`config.mk`:
```
export PLATFORM = sky130hd
export DESIGN_NAME = tgb_ctrl
export DESIGN_NICKNAME = d
export VERILOG_FILES = /design/src/rtl/tgb_pkg.sv /design/src/rtl/tgb_ctrl.sv
export SDC_FILE = /design/constraint.sdc
export NUM_CORES = 1
export LEC_CHECK = 0
export BUFFER_PORTS_ARGS = -buffer_cell sky130_fd_sc_hd__buf_2
export CORE_MARGIN = 1
export CORE_UTILIZATION = 55
export DETAILED_ROUTE_END_ITERATION = 10
export PLACE_DENSITY = 0.8
export SLEW_MARGIN = 20
export SYNTH_ARGS = -nofsm -noshare
export SYNTH_HDL_FRONTEND = slang
export SYNTH_SLANG_ARGS = --single-unit
```
`constraint.sdc`:
```
create_clock -name clk -period 2.8 [get_ports clk]
set_input_delay 0.14 -clock clk [delete_from_list [all_inputs] [get_ports clk]]
set_output_delay 0.14 -clock clk [all_outputs]
set_load 0.02 [all_outputs]
```
`src/rtl/tgb_pkg.sv`:
```
`timescale 1ns / 1ps

package tgb_pkg;

    // Fraction bits of the Q format used on every port.
    localparam int FRAC_BITS = 16;

    localparam int IN_W   = 32;                       // input field width
    localparam int OUT_W  = 32;                       // result field width
    localparam int DIFF_W = IN_W + 1;                 // edge and texture deltas
    localparam int PROD_W = 2 * DIFF_W;               // one signed product
    localparam int ACC_W  = PROD_W + 1;               // difference of two products
    localparam int NUM_W  = ACC_W + FRAC_BITS;        // scaled dividend magnitude
    localparam int QUO_W  = OUT_W + 2;                // quotient bits kept, with overflow bits
    localparam int DSH_W  = ACC_W + QUO_W - 1;        // aligned divisor
    localparam int CNT_W  = $clog2(QUO_W);            // divide step counter

    localparam logic [OUT_W-1:0] SAT_POS = {1'b0, {(OUT_W-1){1'b1}}};
    localparam logic [OUT_W-1:0] SAT_NEG = {1'b1, {(OUT_W-1){1'b0}}};

    // Which difference of products the datapath is working on.
    typedef enum logic [2:0] {
        NUM_DET,
        NUM_TAN_X,
        NUM_TAN_Y,
        NUM_TAN_Z,
        NUM_BIN_X,
        NUM_BIN_Y,
        NUM_BIN_Z
    } num_sel_t;

    typedef struct packed {
        logic     load_first;
        logic     load_second;
        logic     load_diff;
        logic     mul_first;
        logic     mul_second;
        logic     acc_sub;
        logic     det_load;
        logic     div_init;
        logic     div_step;
        logic     quo_store;
        logic     out_load;
        num_sel_t sel;
    } dp_cmd_t;

    typedef struct packed {
        logic acc_zero;
    } dp_status_t;

endpackage

```
`src/rtl/tgb_ctrl.sv`:
```
`timescale 1ns / 1ps

module tgb_ctrl
    import tgb_pkg::*;
(
    input  logic       clk,
    input  logic       rst_n,
    input  logic       in_valid,
    output logic       in_stall,
    output logic       out_valid,
    input  logic       out_stall,
    output dp_cmd_t    cmd,
    input  dp_status_t status
);

    typedef enum logic [3:0] {
        S_IDLE,
        S_MUL1,
        S_MUL2,
        S_SUB,
        S_DET,
        S_DIVINIT,
        S_DIV,
        S_STORE,
        S_FINISH
    } state_t;

    typedef enum logic [1:0] {
        PH_FIRST,
        PH_SECOND,
        PH_THIRD
    } phase_t;

    state_t            state_reg, state_next;
    phase_t            phase_reg, phase_next;
    num_sel_t          sel_reg, sel_next;
    logic [CNT_W-1:0]  cnt_reg, cnt_next;
    logic              out_valid_reg, out_valid_next;

    assign in_stall  = (state_reg != S_IDLE);
    assign out_valid = out_valid_reg;

    always_comb
    begin
        state_next     = state_reg;
        phase_next     = phase_reg;
        sel_next       = sel_reg;
        cnt_next       = cnt_reg;
        out_valid_next = out_valid_reg && out_stall;
        cmd            = '0;
        cmd.sel        = sel_reg;

        case (state_reg)
            S_IDLE:
            begin
                if (in_valid)
                begin
                    case (phase_reg)
                        PH_SECOND:
                        begin
                            cmd.load_second = 1'b1;
                            phase_next      = PH_THIRD;
                        end
                        PH_THIRD:
                        begin
                            cmd.load_diff = 1'b1;
                            phase_next    = PH_FIRST;
                            sel_next      = NUM_DET;
                            state_next    = S_MUL1;
                        end
                        default:
                        begin
                            cmd.load_first = 1'b1;
                            phase_next     = PH_SECOND;
                        end
                    endcase
                end
            end
            S_MUL1:
            begin
                cmd.mul_first = 1'b1;
                state_next    = S_MUL2;
            end
            S_MUL2:
            begin
                cmd.mul_second = 1'b1;
                state_next     = S_SUB;
            end
            S_SUB:
            begin
                cmd.acc_sub = 1'b1;
                state_next  = (sel_reg == NUM_DET) ? S_DET : S_DIVINIT;
            end
            S_DET:
            begin
                cmd.det_load = 1'b1;
                if (status.acc_zero)
                begin
                    state_next = S_FINISH;
                end
                else
                begin
                    sel_next   = NUM_TAN_X;
                    state_next = S_MUL1;
                end
            end
            S_DIVINIT:
            begin
                cmd.div_init = 1'b1;
                cnt_next     = '0;
                state_next   = S_DIV;
            end
            S_DIV:
            begin
                cmd.div_step = 1'b1;
                if (cnt_reg == CNT_W'(QUO_W - 1))
                begin
                    state_next = S_STORE;
                end
                else
                begin
                    cnt_next = cnt_reg + 1'b1;
                end
            end
            S_STORE:
            begin
                cmd.quo_store = 1'b1;
                if (sel_reg == NUM_BIN_Z)
                begin
                    state_next = S_FINISH;
                end
                else
                begin
                    sel_next   = num_sel_t'(sel_reg + 3'd1);
                    state_next = S_MUL1;
                end
            end
            S_FINISH:
            begin
                if (!out_valid_reg || !out_stall)
                begin
                    cmd.out_load   = 1'b1;
                    out_valid_next = 1'b1;
                    state_next     = S_IDLE;
                end
            end
            default:
            begin
                state_next = S_IDLE;
            end
        endcase
    end

    always_ff @(posedge clk or negedge rst_n)
    begin
        if (!rst_n)
        begin
            state_reg     <= S_IDLE;
            phase_reg     <= PH_FIRST;
            sel_reg       <= NUM_DET;
            cnt_reg       <= '0;
            out_valid_reg <= 1'b0;
        end
        else
        begin
            state_reg     <= state_next;
            phase_reg     <= phase_next;
            sel_reg       <= sel_next;
            cnt_reg       <= cnt_next;
            out_valid_reg <= out_valid_next;
        end
    end

    // The divide step counter never runs past the last quotient bit.
    a_div_count: assert property (@(posedge clk) disable iff (!rst_n)
        state_reg == S_DIV |-> cnt_reg <= CNT_W'(QUO_W - 1))
        else $error("divide step counter out of range");

    // A new result never overwrites one that is still waiting to be taken.
    a_no_overwrite: assert property (@(posedge clk) disable iff (!rst_n)
        cmd.out_load |-> (!out_valid_reg || !out_stall))
        else $error("result register overwritten");

    // A quotient is stored only after the full number of divide steps.
    a_full_divide: assert property (@(posedge clk) disable iff (!rst_n)
        state_reg == S_STORE |->
            ($past(state_reg) == S_DIV && $past(cnt_reg) == CNT_W'(QUO_W - 1)))
        else $error("quotient stored early");

    // The third vertex of a triangle starts the determinant.
    a_third_starts: assert property (@(posedge clk) disable iff (!rst_n)
        cmd.load_diff |=> (state_reg == S_MUL1 && sel_reg == NUM_DET))
        else $error("third vertex did not start the computation");

endmodule

```
Word level (Yosys, flattened, before mapping)
Cells that the tools add are included.
{ "totals": {"register_bits": 16, "mem_bits_rw": 0, "rom_bits": 0, "latch_bits": 0, "memories": 0} }
{ "op_classes": {"n_lt_le_gt_ge": 0, "shifts": 0, "n_div": 0, "eq_ne": 19, "mux": 32, "n_addsub": 2, "n_reduce_logical": 14, "bitwise": 0, "mul": 0} }
{ "ops": {"columns": ["operator", "n"], "rows": [
  ["$pmux 4 s9", 1],
  ["$mux 4", 6],
  ["$mux 3", 6],
  ["$eq 4x3->1 const B", 4],
  ["$mux 1", 15],
  ["$ne 2x2->1 const B", 6],
  ["$pmux 6 s2", 1],
  ["$pmux 3 s3", 1],
  ["$eq 4x2->1 const B", 2],
  ["$add 6x1->6 const B", 1],
  ["$eq 6x6->1 const B", 1],
  ["$mux 6", 1],
  ["$reduce_and 5->1", 1],
  ["$eq 4x1->1 const B", 1],
  ["$eq 4x4->1 const B", 1],
  ["$logic_not 4->1", 1],
  ["$pmux 2 s2", 1],
  ["$reduce_and 2->1", 2],
  ["$reduce_and 4->1", 1],
  ["$reduce_bool 4->1", 1],
  ["$add 3x1->3 const B", 1],
  ["$eq 3x3->1 const B", 1],
  ["$logic_not 3->1", 1],
  ["$reduce_bool 3->1", 1],
  ["8 further kinds", 9]
]} }

Logic depth before layout (Yosys ltp)
Gate-level depths: netlist of run 1.
{ "depth": {"word_depth": 5, "depth_mapped": 6, "mapped_depth_nobuf": 6} }

Least setup slack after synthesis of run 1
OpenSTA, ideal clock, no wires.
{ "synth_path": {"kind": "register to register", "start": "reg sel_reg[0]", "end": "reg sel_reg[2]", "setup_time_ns": 0.119, "required_time_ns": 2.681, "arrival_time_ns": 1.448, "n_path_buf": 0, "path_slack_ns": 1.233, "path_stages_with_launch": 7, "cell_sequence": "dfrtp_1 inv_1 ha_1 and2_1 a32oi_2 nand3b_1 o21ba_1"} }
{ "synth_via": {"elab_chain_len": 3, "elab_cells_between_ends": 6, "classes_between": "1 x add/sub; 2 x eq/ne; 2 x mux; 1 x reduce/logical"} }
{ "synth_rtl": {"columns": ["element", "line_no", "rtl"], "rows": [
  ["start: declaration", "tgb_ctrl.sv:36", "num_sel_t sel_reg, sel_next;"],
  ["start signal: assignment", "tgb_ctrl.sv:168", "sel_reg <= sel_next;"],
  ["$add 3x1->3 / $eq 3x3->1 (equally long branches)", "tgb_ctrl.sv:134, tgb_ctrl.sv:128", null],
  ["$mux 3 / $ne 2x2->1 (equally long branches)", null, null],
  ["$pmux 3 s3 / $reduce_and 5->1 (equally long branches)", null, null]
]} }
Parallel ways exist; a longest one is shown, timed or not. The select of a mux whose other input is x is not followed.
A chain may end at the register's enable or synchronous reset.

==> results.sh, run 1 <==
export IMPL_maxCapViolations=0
export IMPL_dieHeight_um=45.6
export IMPL_r2r_cells=4
export IMPL_syn_nets=120
export IMPL_crit_path_end_kind="output port"
export IMPL_clk_path_buf_depth=2
export IMPL_via_per_inst=5.70
export IMPL_fin_setup_tns_ns=0
export IMPL_cts_buffers=3
export IMPL_fin_nets=141
export IMPL_grt_pass1_vias=730
export IMPL_p_leak_nw=0.604
export IMPL_area_growth_pct=13.3
export IMPL_slew_limit_headroom_pct=68.8
export IMPL_largest_register_ffs=6
export IMPL_first_pass_iters=4
export IMPL_drv_slew=0
export IMPL_mappedNetlistArea_sq_mm=0.00105
export IMPL_vias=867
export IMPL_drtIter0Drc=17
export IMPL_reg2reg_from="state_reg[2]$_DFFE_PN0P_"
export IMPL_wl_per_cell_um=13.2
export IMPL_die_w_um=45.6
export IMPL_core_region_area_sq_mm=0.00176
export IMPL_synth_edff_count=0
export IMPL_clkLatencyLatePin_ns=0.29
export IMPL_cts_tree="done"
export IMPL_cts_root_buffer="clkbuf_4"
export IMPL_powerDensity_mw_per_mm2=964
export IMPL_outcome="complete, no violations"
export IMPL_hold_start="out_stall"
export IMPL_layout_common_cells="buf_2 (20), dfrtp_1 (16), nor2_1 (9)"
export IMPL_placed_area_sq_mm=0.00114
export IMPL_hold_viol=0
export IMPL_place_gp_congestion=0.854
export IMPL_crit_family="simple AND/OR/NAND/NOR gates"
export IMPL_crit_path_top_delay_cell="dfrtp_1"
export IMPL_drcViolationCount=0
export IMPL_track_usage_pct=21.7
export IMPL_postSynthAreaPerCell_sq_um=9.79
export IMPL_num_io_pins=21
export IMPL_ys_seq_area_share_pct=38.2
export IMPL_antenna_found_initial=0
export IMPL_htreeDepth=1
export IMPL_ys_async_sr_fraction_pct=100
export IMPL_drive_gt1_share_pct=24.4
export IMPL_hold_end="out_valid$_DFF_PN0_"
export IMPL_grt_max_degree=18
export IMPL_dpl_hpwl_um=1530
export IMPL_crit_chain="nor2_4, and3_1, and2_1, buf_2"
export IMPL_period_share_pct=64.0
export IMPL_fp_row_count=15
export IMPL_reg2reg_slack_ns=1.14
export IMPL_path_max_fanout=12
export IMPL_worst_path_buf_inv=1
export IMPL_yosys_warnings=0
export IMPL_totalPowerFinal_mw=1.14
export IMPL_die_area_sq_mm=0.00208
export IMPL_worst_ep_required_time_ns=2.66
export IMPL_path_class="reg -> out"
export IMPL_overflow=0
export IMPL_hp_class="in -> reg"
export IMPL_synth_seq_cells=16
export IMPL_peakVddDrop_v=0.000557
export IMPL_grt_pass1_wl_um=3220
export IMPL_slowest_delay_ns=0.53
export IMPL_wirelength_um=2010
export IMPL_start_util_pct=59.4
export IMPL_whs_path_depth=3
export IMPL_nFillCells=160
export IMPL_whs_ns=0.0878
export IMPL_stdcell_area_sq_mm=0.00119
export IMPL_postSynthCellCount=107
export IMPL_ys_flop_type="dfrtp_1"
export IMPL_clock_sinks=16
export IMPL_mostFrequentLayoutCell="buf_2"
export IMPL_fmax_mhz=558
export IMPL_finalClockSkew_ns=0.00396
export IMPL_layout_min_cycle_time_ns=1.79
export IMPL_start_kind="flip-flop"
export IMPL_ant_nets=0
export IMPL_setup_viol=0
export IMPL_n_antenna_cell=0
export IMPL_worstPathArrival_ns=1.65
export IMPL_worstReg2RegEnd="cnt_reg[0]$_DFFE_PN0P_"
export IMPL_port_buffers=20
export IMPL_rsz0062_at_grt="no"
export IMPL_ys_types=39
export IMPL_clk_pin_slew_ns=0.09
export IMPL_tightestPinTransition_ns=0.468
## cell usage after synthesis (all sizes together), types with 2 or more instances
master / count / area (sq um)
a21oi: 4 / 20.0
a32o: 2 / 20.0
and2: 4 / 25.0
and3: 2 / 12.5
buf: 5 / 38.8
dfrtp: 16 / 400
ha: 8 / 100
inv: 7 / 26.3
mux2i: 2 / 20.0
nand2: 8 / 30.0
nand2b: 2 / 12.5
nand3b: 2 / 15.0
nand4: 2 / 12.5
nor2: 11 / 56.3
nor3: 3 / 15.0
nor4: 2 / 12.5
o211ai: 2 / 15.0
o21ai: 4 / 20.0
xor2: 5 / 43.8
## layout make-up
cell class	count	area, sq um	area share [%]
inverters	7	26.3	2.22
well taps	25	31.3	2.64
clock buffers	4	36.3	3.06
multi-input cells	79	582	49.1
flip-flops and latches	16	400	33.8
repair buffers	21	110	9.28
## report_power, final
group | switching, mW | internal (mW)
clock network | 0.0732 | 0.0792
logic | 0.325 | 0.235
registers | 0.127 | 0.304
total | 0.526 | 0.618
## cells by family after synthesis
logic type               share of synthesized area (%)
AND/OR/NAND/NOR                                   24.6
XOR/XNOR                                          5.02
buffers and inverters                             6.21
flip-flops                                        38.2
multiplexers                                      2.99
adder cells (fa/ha/maj)                           9.56
AO/OA/AOI/OAI                                     13.4
## metal layers
layer  track usage (%)  vias up  routed length [um]
met5                 0        -                   0
met4              9.09        0                  26
met3              2.38        4                 105
met2              33.7       32                 955
met1              30.5      413                 922
li1                  -      418                   -
## worst max path at each step
| stage | from | to | slack, ns | cells past startpoint |
|---|---|---|---|---|
| 6_report | state_reg[0]$_DFFE_PN0P_ | cmd[13] | 1.01 | 4 |
| 5_1_grt | state_reg[2]$_DFFE_PN0P_ | cmd[13] | 0.91 | 4 |
| 4_1_cts | state_reg[0]$_DFFE_PN0P_ | cmd[13] | 1.00 | 4 |
| 3_5_place_dp | state_reg[2]$_DFFE_PN0P_ | cnt_reg[0]$_DFFE_PN0P_ | 1.17 | 4 |
| 3_3_place_gp | state_reg[2]$_DFFE_PN0P_ | cnt_reg[0]$_DFFE_PN0P_ | 1.24 | 4 |
| 2_1_floorplan | sel_reg[0]$_DFFE_PN0P_ | sel_reg[2]$_DFFE_PN0P_ | 1.23 | 6 |
## repair_timing
item	4_1_cts	5_1_grt
setup buffers	0	0
resized for setup	0	0
endpoints found under the hold margin	16	0
hold buffers	1	0
## worst reg2reg max path: cells and delay by family (launching register included)
family	cells	cell delay, ns
AND/OR/NAND/NOR	2	0.45
flip-flops	1	0.64
AO/OA/AOI/OAI	1	0.20
multiplexers	1	0.26
## metrics by stage
stage / utilization (%) / worst slack [ns] / std cells
finish: 67.2 / 1.01 / 152
global route: 67.2 / 0.906 / 152
CTS: 67.2 / 1.00 / 152
detailed placement: 64.6 / 1.17 / 147
global placement: 64.6 / 1.24 / 147
floorplan: - / 1.23 / 107
No activity file was read; power rests on OpenSTA's default activity.
==> inputs of run 2 (changes only) <==
CORE_UTILIZATION = 53   (was 55)
PLACE_DENSITY = 0.77   (was 0.8)
clock period = 1.73 ns   (was 2.8 ns; I/O delays follow)
==> run 2 against run 1 <==
Against the previous run:
- global-route usage grew 0.74 points
- largest power group unchanged
- hold slack got worse by 0.056 ns
- routed wire length up 2.9%
- first-iteration DRC count fell by 41%
- clock-buffer cell count stayed put
- combinational power up 82%
- die area is 3.6% higher
- register-to-register slack got worse by 1.0 ns
- sequential share of layout area is 1.2 points lower
- utilization increased by 2.3 points
==> results.sh, run 2 (synthesis gave the netlist of run 1 again) <==
export IMPL_overflow=0
export IMPL_cts_buffers=3
export IMPL_slowest_delay_ns=0.42
export IMPL_path_max_fanout=6
export IMPL_drcViolationCount=0
export IMPL_crit_path_top_delay_cell="dfrtp_2"
export IMPL_met3_usage_pct=2.35
export IMPL_rsz0062_at_grt="no"
export IMPL_n_antenna_cell=0
export IMPL_worstPathArrival_ns=1.58
export IMPL_area_growth_pct=18.4
export IMPL_worst_ep_required_time_ns=1.64
export IMPL_maxCapViolations=0
export IMPL_crit_path_end_kind="output port"
export IMPL_period_share_pct=96.5
export IMPL_hp_class="in -> reg"
export IMPL_post_route_util_pct=69.5
export IMPL_fin_ws_ns=0.0607
export IMPL_via_per_inst=5.51
export IMPL_htreeDepth=1
export IMPL_path_class="reg -> out"
export IMPL_gr_usage_met1_pct=28.2
export IMPL_antenna_found_initial=0
export IMPL_dieHeight_um=46.5
export IMPL_clkLatencyLatePin_ns=0.30
export IMPL_stdcell_area_sq_mm=0.00124
export IMPL_grt_max_degree=17
export IMPL_wirelength_um=2070
export IMPL_layout_common_cells="buf_2 (20), dfrtp_1 (13), nor2_1 (9)"
export IMPL_track_usage_pct=22.4
export IMPL_fin_nets=147
export IMPL_drtIter0Drc=10
export IMPL_layout_min_cycle_time_ns=1.67
export IMPL_slew_limit_headroom_pct=71.9
export IMPL_drive_gt1_share_pct=30.8
export IMPL_dpl_hpwl_um=1540
export IMPL_peakVddDrop_v=0.000940
export IMPL_die_area_sq_mm=0.00216
export IMPL_clk_pin_slew_ns=0.11
export IMPL_hold_start="out_stall"
export IMPL_die_w_um=46.5
export IMPL_num_io_pins=21
export IMPL_grt_busiest_layer="met2"
export IMPL_grt_pass1_wl_um=3370
export IMPL_globalRouteMet2Util_pct=37.5
export IMPL_clock_sinks=16
export IMPL_first_pass_iters=4
export IMPL_p_leak_nw=0.630
export IMPL_reg2reg_slack_ns=0.10
export IMPL_reg2reg_from="sel_reg[0]$_DFFE_PN0P_"
export IMPL_finalClockSkew_ns=0.00851
export IMPL_mostFrequentLayoutCell="buf_2"
export IMPL_fin_setup_tns_ns=0
export IMPL_clk_path_buf_depth=2
export IMPL_ant_nets=0
export IMPL_drv_slew=0
export IMPL_fp_row_count=15
export IMPL_fmax_mhz=599
export IMPL_largest_register_ffs=6
export IMPL_powerDensity_mw_per_mm2=1560
export IMPL_whs_ns=0.0317
export IMPL_startpoint="state_reg[0]$_DFFE_PN0P_"
export IMPL_hold_viol=0
export IMPL_placed_area_sq_mm=0.00116
export IMPL_start_kind="flip-flop"
export IMPL_core_region_area_sq_mm=0.00178
export IMPL_cts_root_buffer="clkbuf_4"
export IMPL_tightestPinTransition_ns=0.411
export IMPL_setup_viol=0
export IMPL_crit_chain="buf_4, nor2_4, and3_4, and2_1, buf_2"
export IMPL_place_ws_ns=0.122
export IMPL_seqCellArea_sq_um=404
export IMPL_vias=871
export IMPL_wl_per_cell_um=13.1
export IMPL_place_gp_congestion=0.806
export IMPL_grt_pass1_vias=791
export IMPL_cts_tree="done"
export IMPL_start_util_pct=58.7
export IMPL_port_buffers=20
export IMPL_outcome="complete, no violations"
export IMPL_multi_input_area_sq_um=587
export IMPL_nFillCells=155
==> run 2: cell types whose count changed in the layout (fill, tap and decap cells not counted), sizes merged <==
cell and change:
buf +6
==> run 2: worst max-delay path: cells and delay by family, from the launching register on <==
| kind | cells | cell delay [ns] |
|---|---|---|
| buffers and inverters | 2 | 0.32 |
| flip-flops | 1 | 0.42 |
| AND/OR/NAND/NOR | 3 | 0.55 |
==> run 2: area by class of cell <==
type,instances,area share (%)
multi-input cells,79,47.3
flip-flops and latches,16,32.6
repair buffers,27,12.5
clock buffers,4,2.93
well taps,25,2.52
inverters,7,2.12
==> run 2: worst paths after layout <==
path / depth (start not counted) / endpoint
worst min register to register: 2 / out_valid$_DFF_PN0_
min in group asynchronous: 2 / phase_reg[0]$_DFFE_PN0P_
worst max register to register: 6 / sel_reg[2]$_DFFE_PN0P_
worst max-delay path: 5 / cmd[13]
worst min-delay path: 3 / out_valid$_DFF_PN0_
max in group asynchronous: 2 / state_reg[3]$_DFFE_PN0P_
==> run 2: metrics by stage <==
step                power [mW]  std cells
floorplan                 1.41        107
global placement          1.61        150
detailed placement        1.63        150
CTS                       1.93        156
global route              2.09        158
finish                    1.94        158
==> run 2: power breakdown <==
part,internal [mW],switching (mW)
clock network,0.128,0.131
logic,0.438,0.587
registers,0.498,0.153
total,1.06,0.871
==> run 2: routing by layer <==
metal | routed length (um) | vias to the layer above
met4 | 33 | 0
met1 | 957 | 418
met5 | 0 | -
met2 | 1000 | 24
li1 | - | 425
met3 | 78 | 4
==> run 2: what timing repair did <==
action / CTS / global route
endpoints found under the setup margin: 3 / 3
hold buffers: 1 / 0
hold endpoints to repair: 16 / 0
setup buffers: 1 / 2
gates resized for setup: 3 / 2
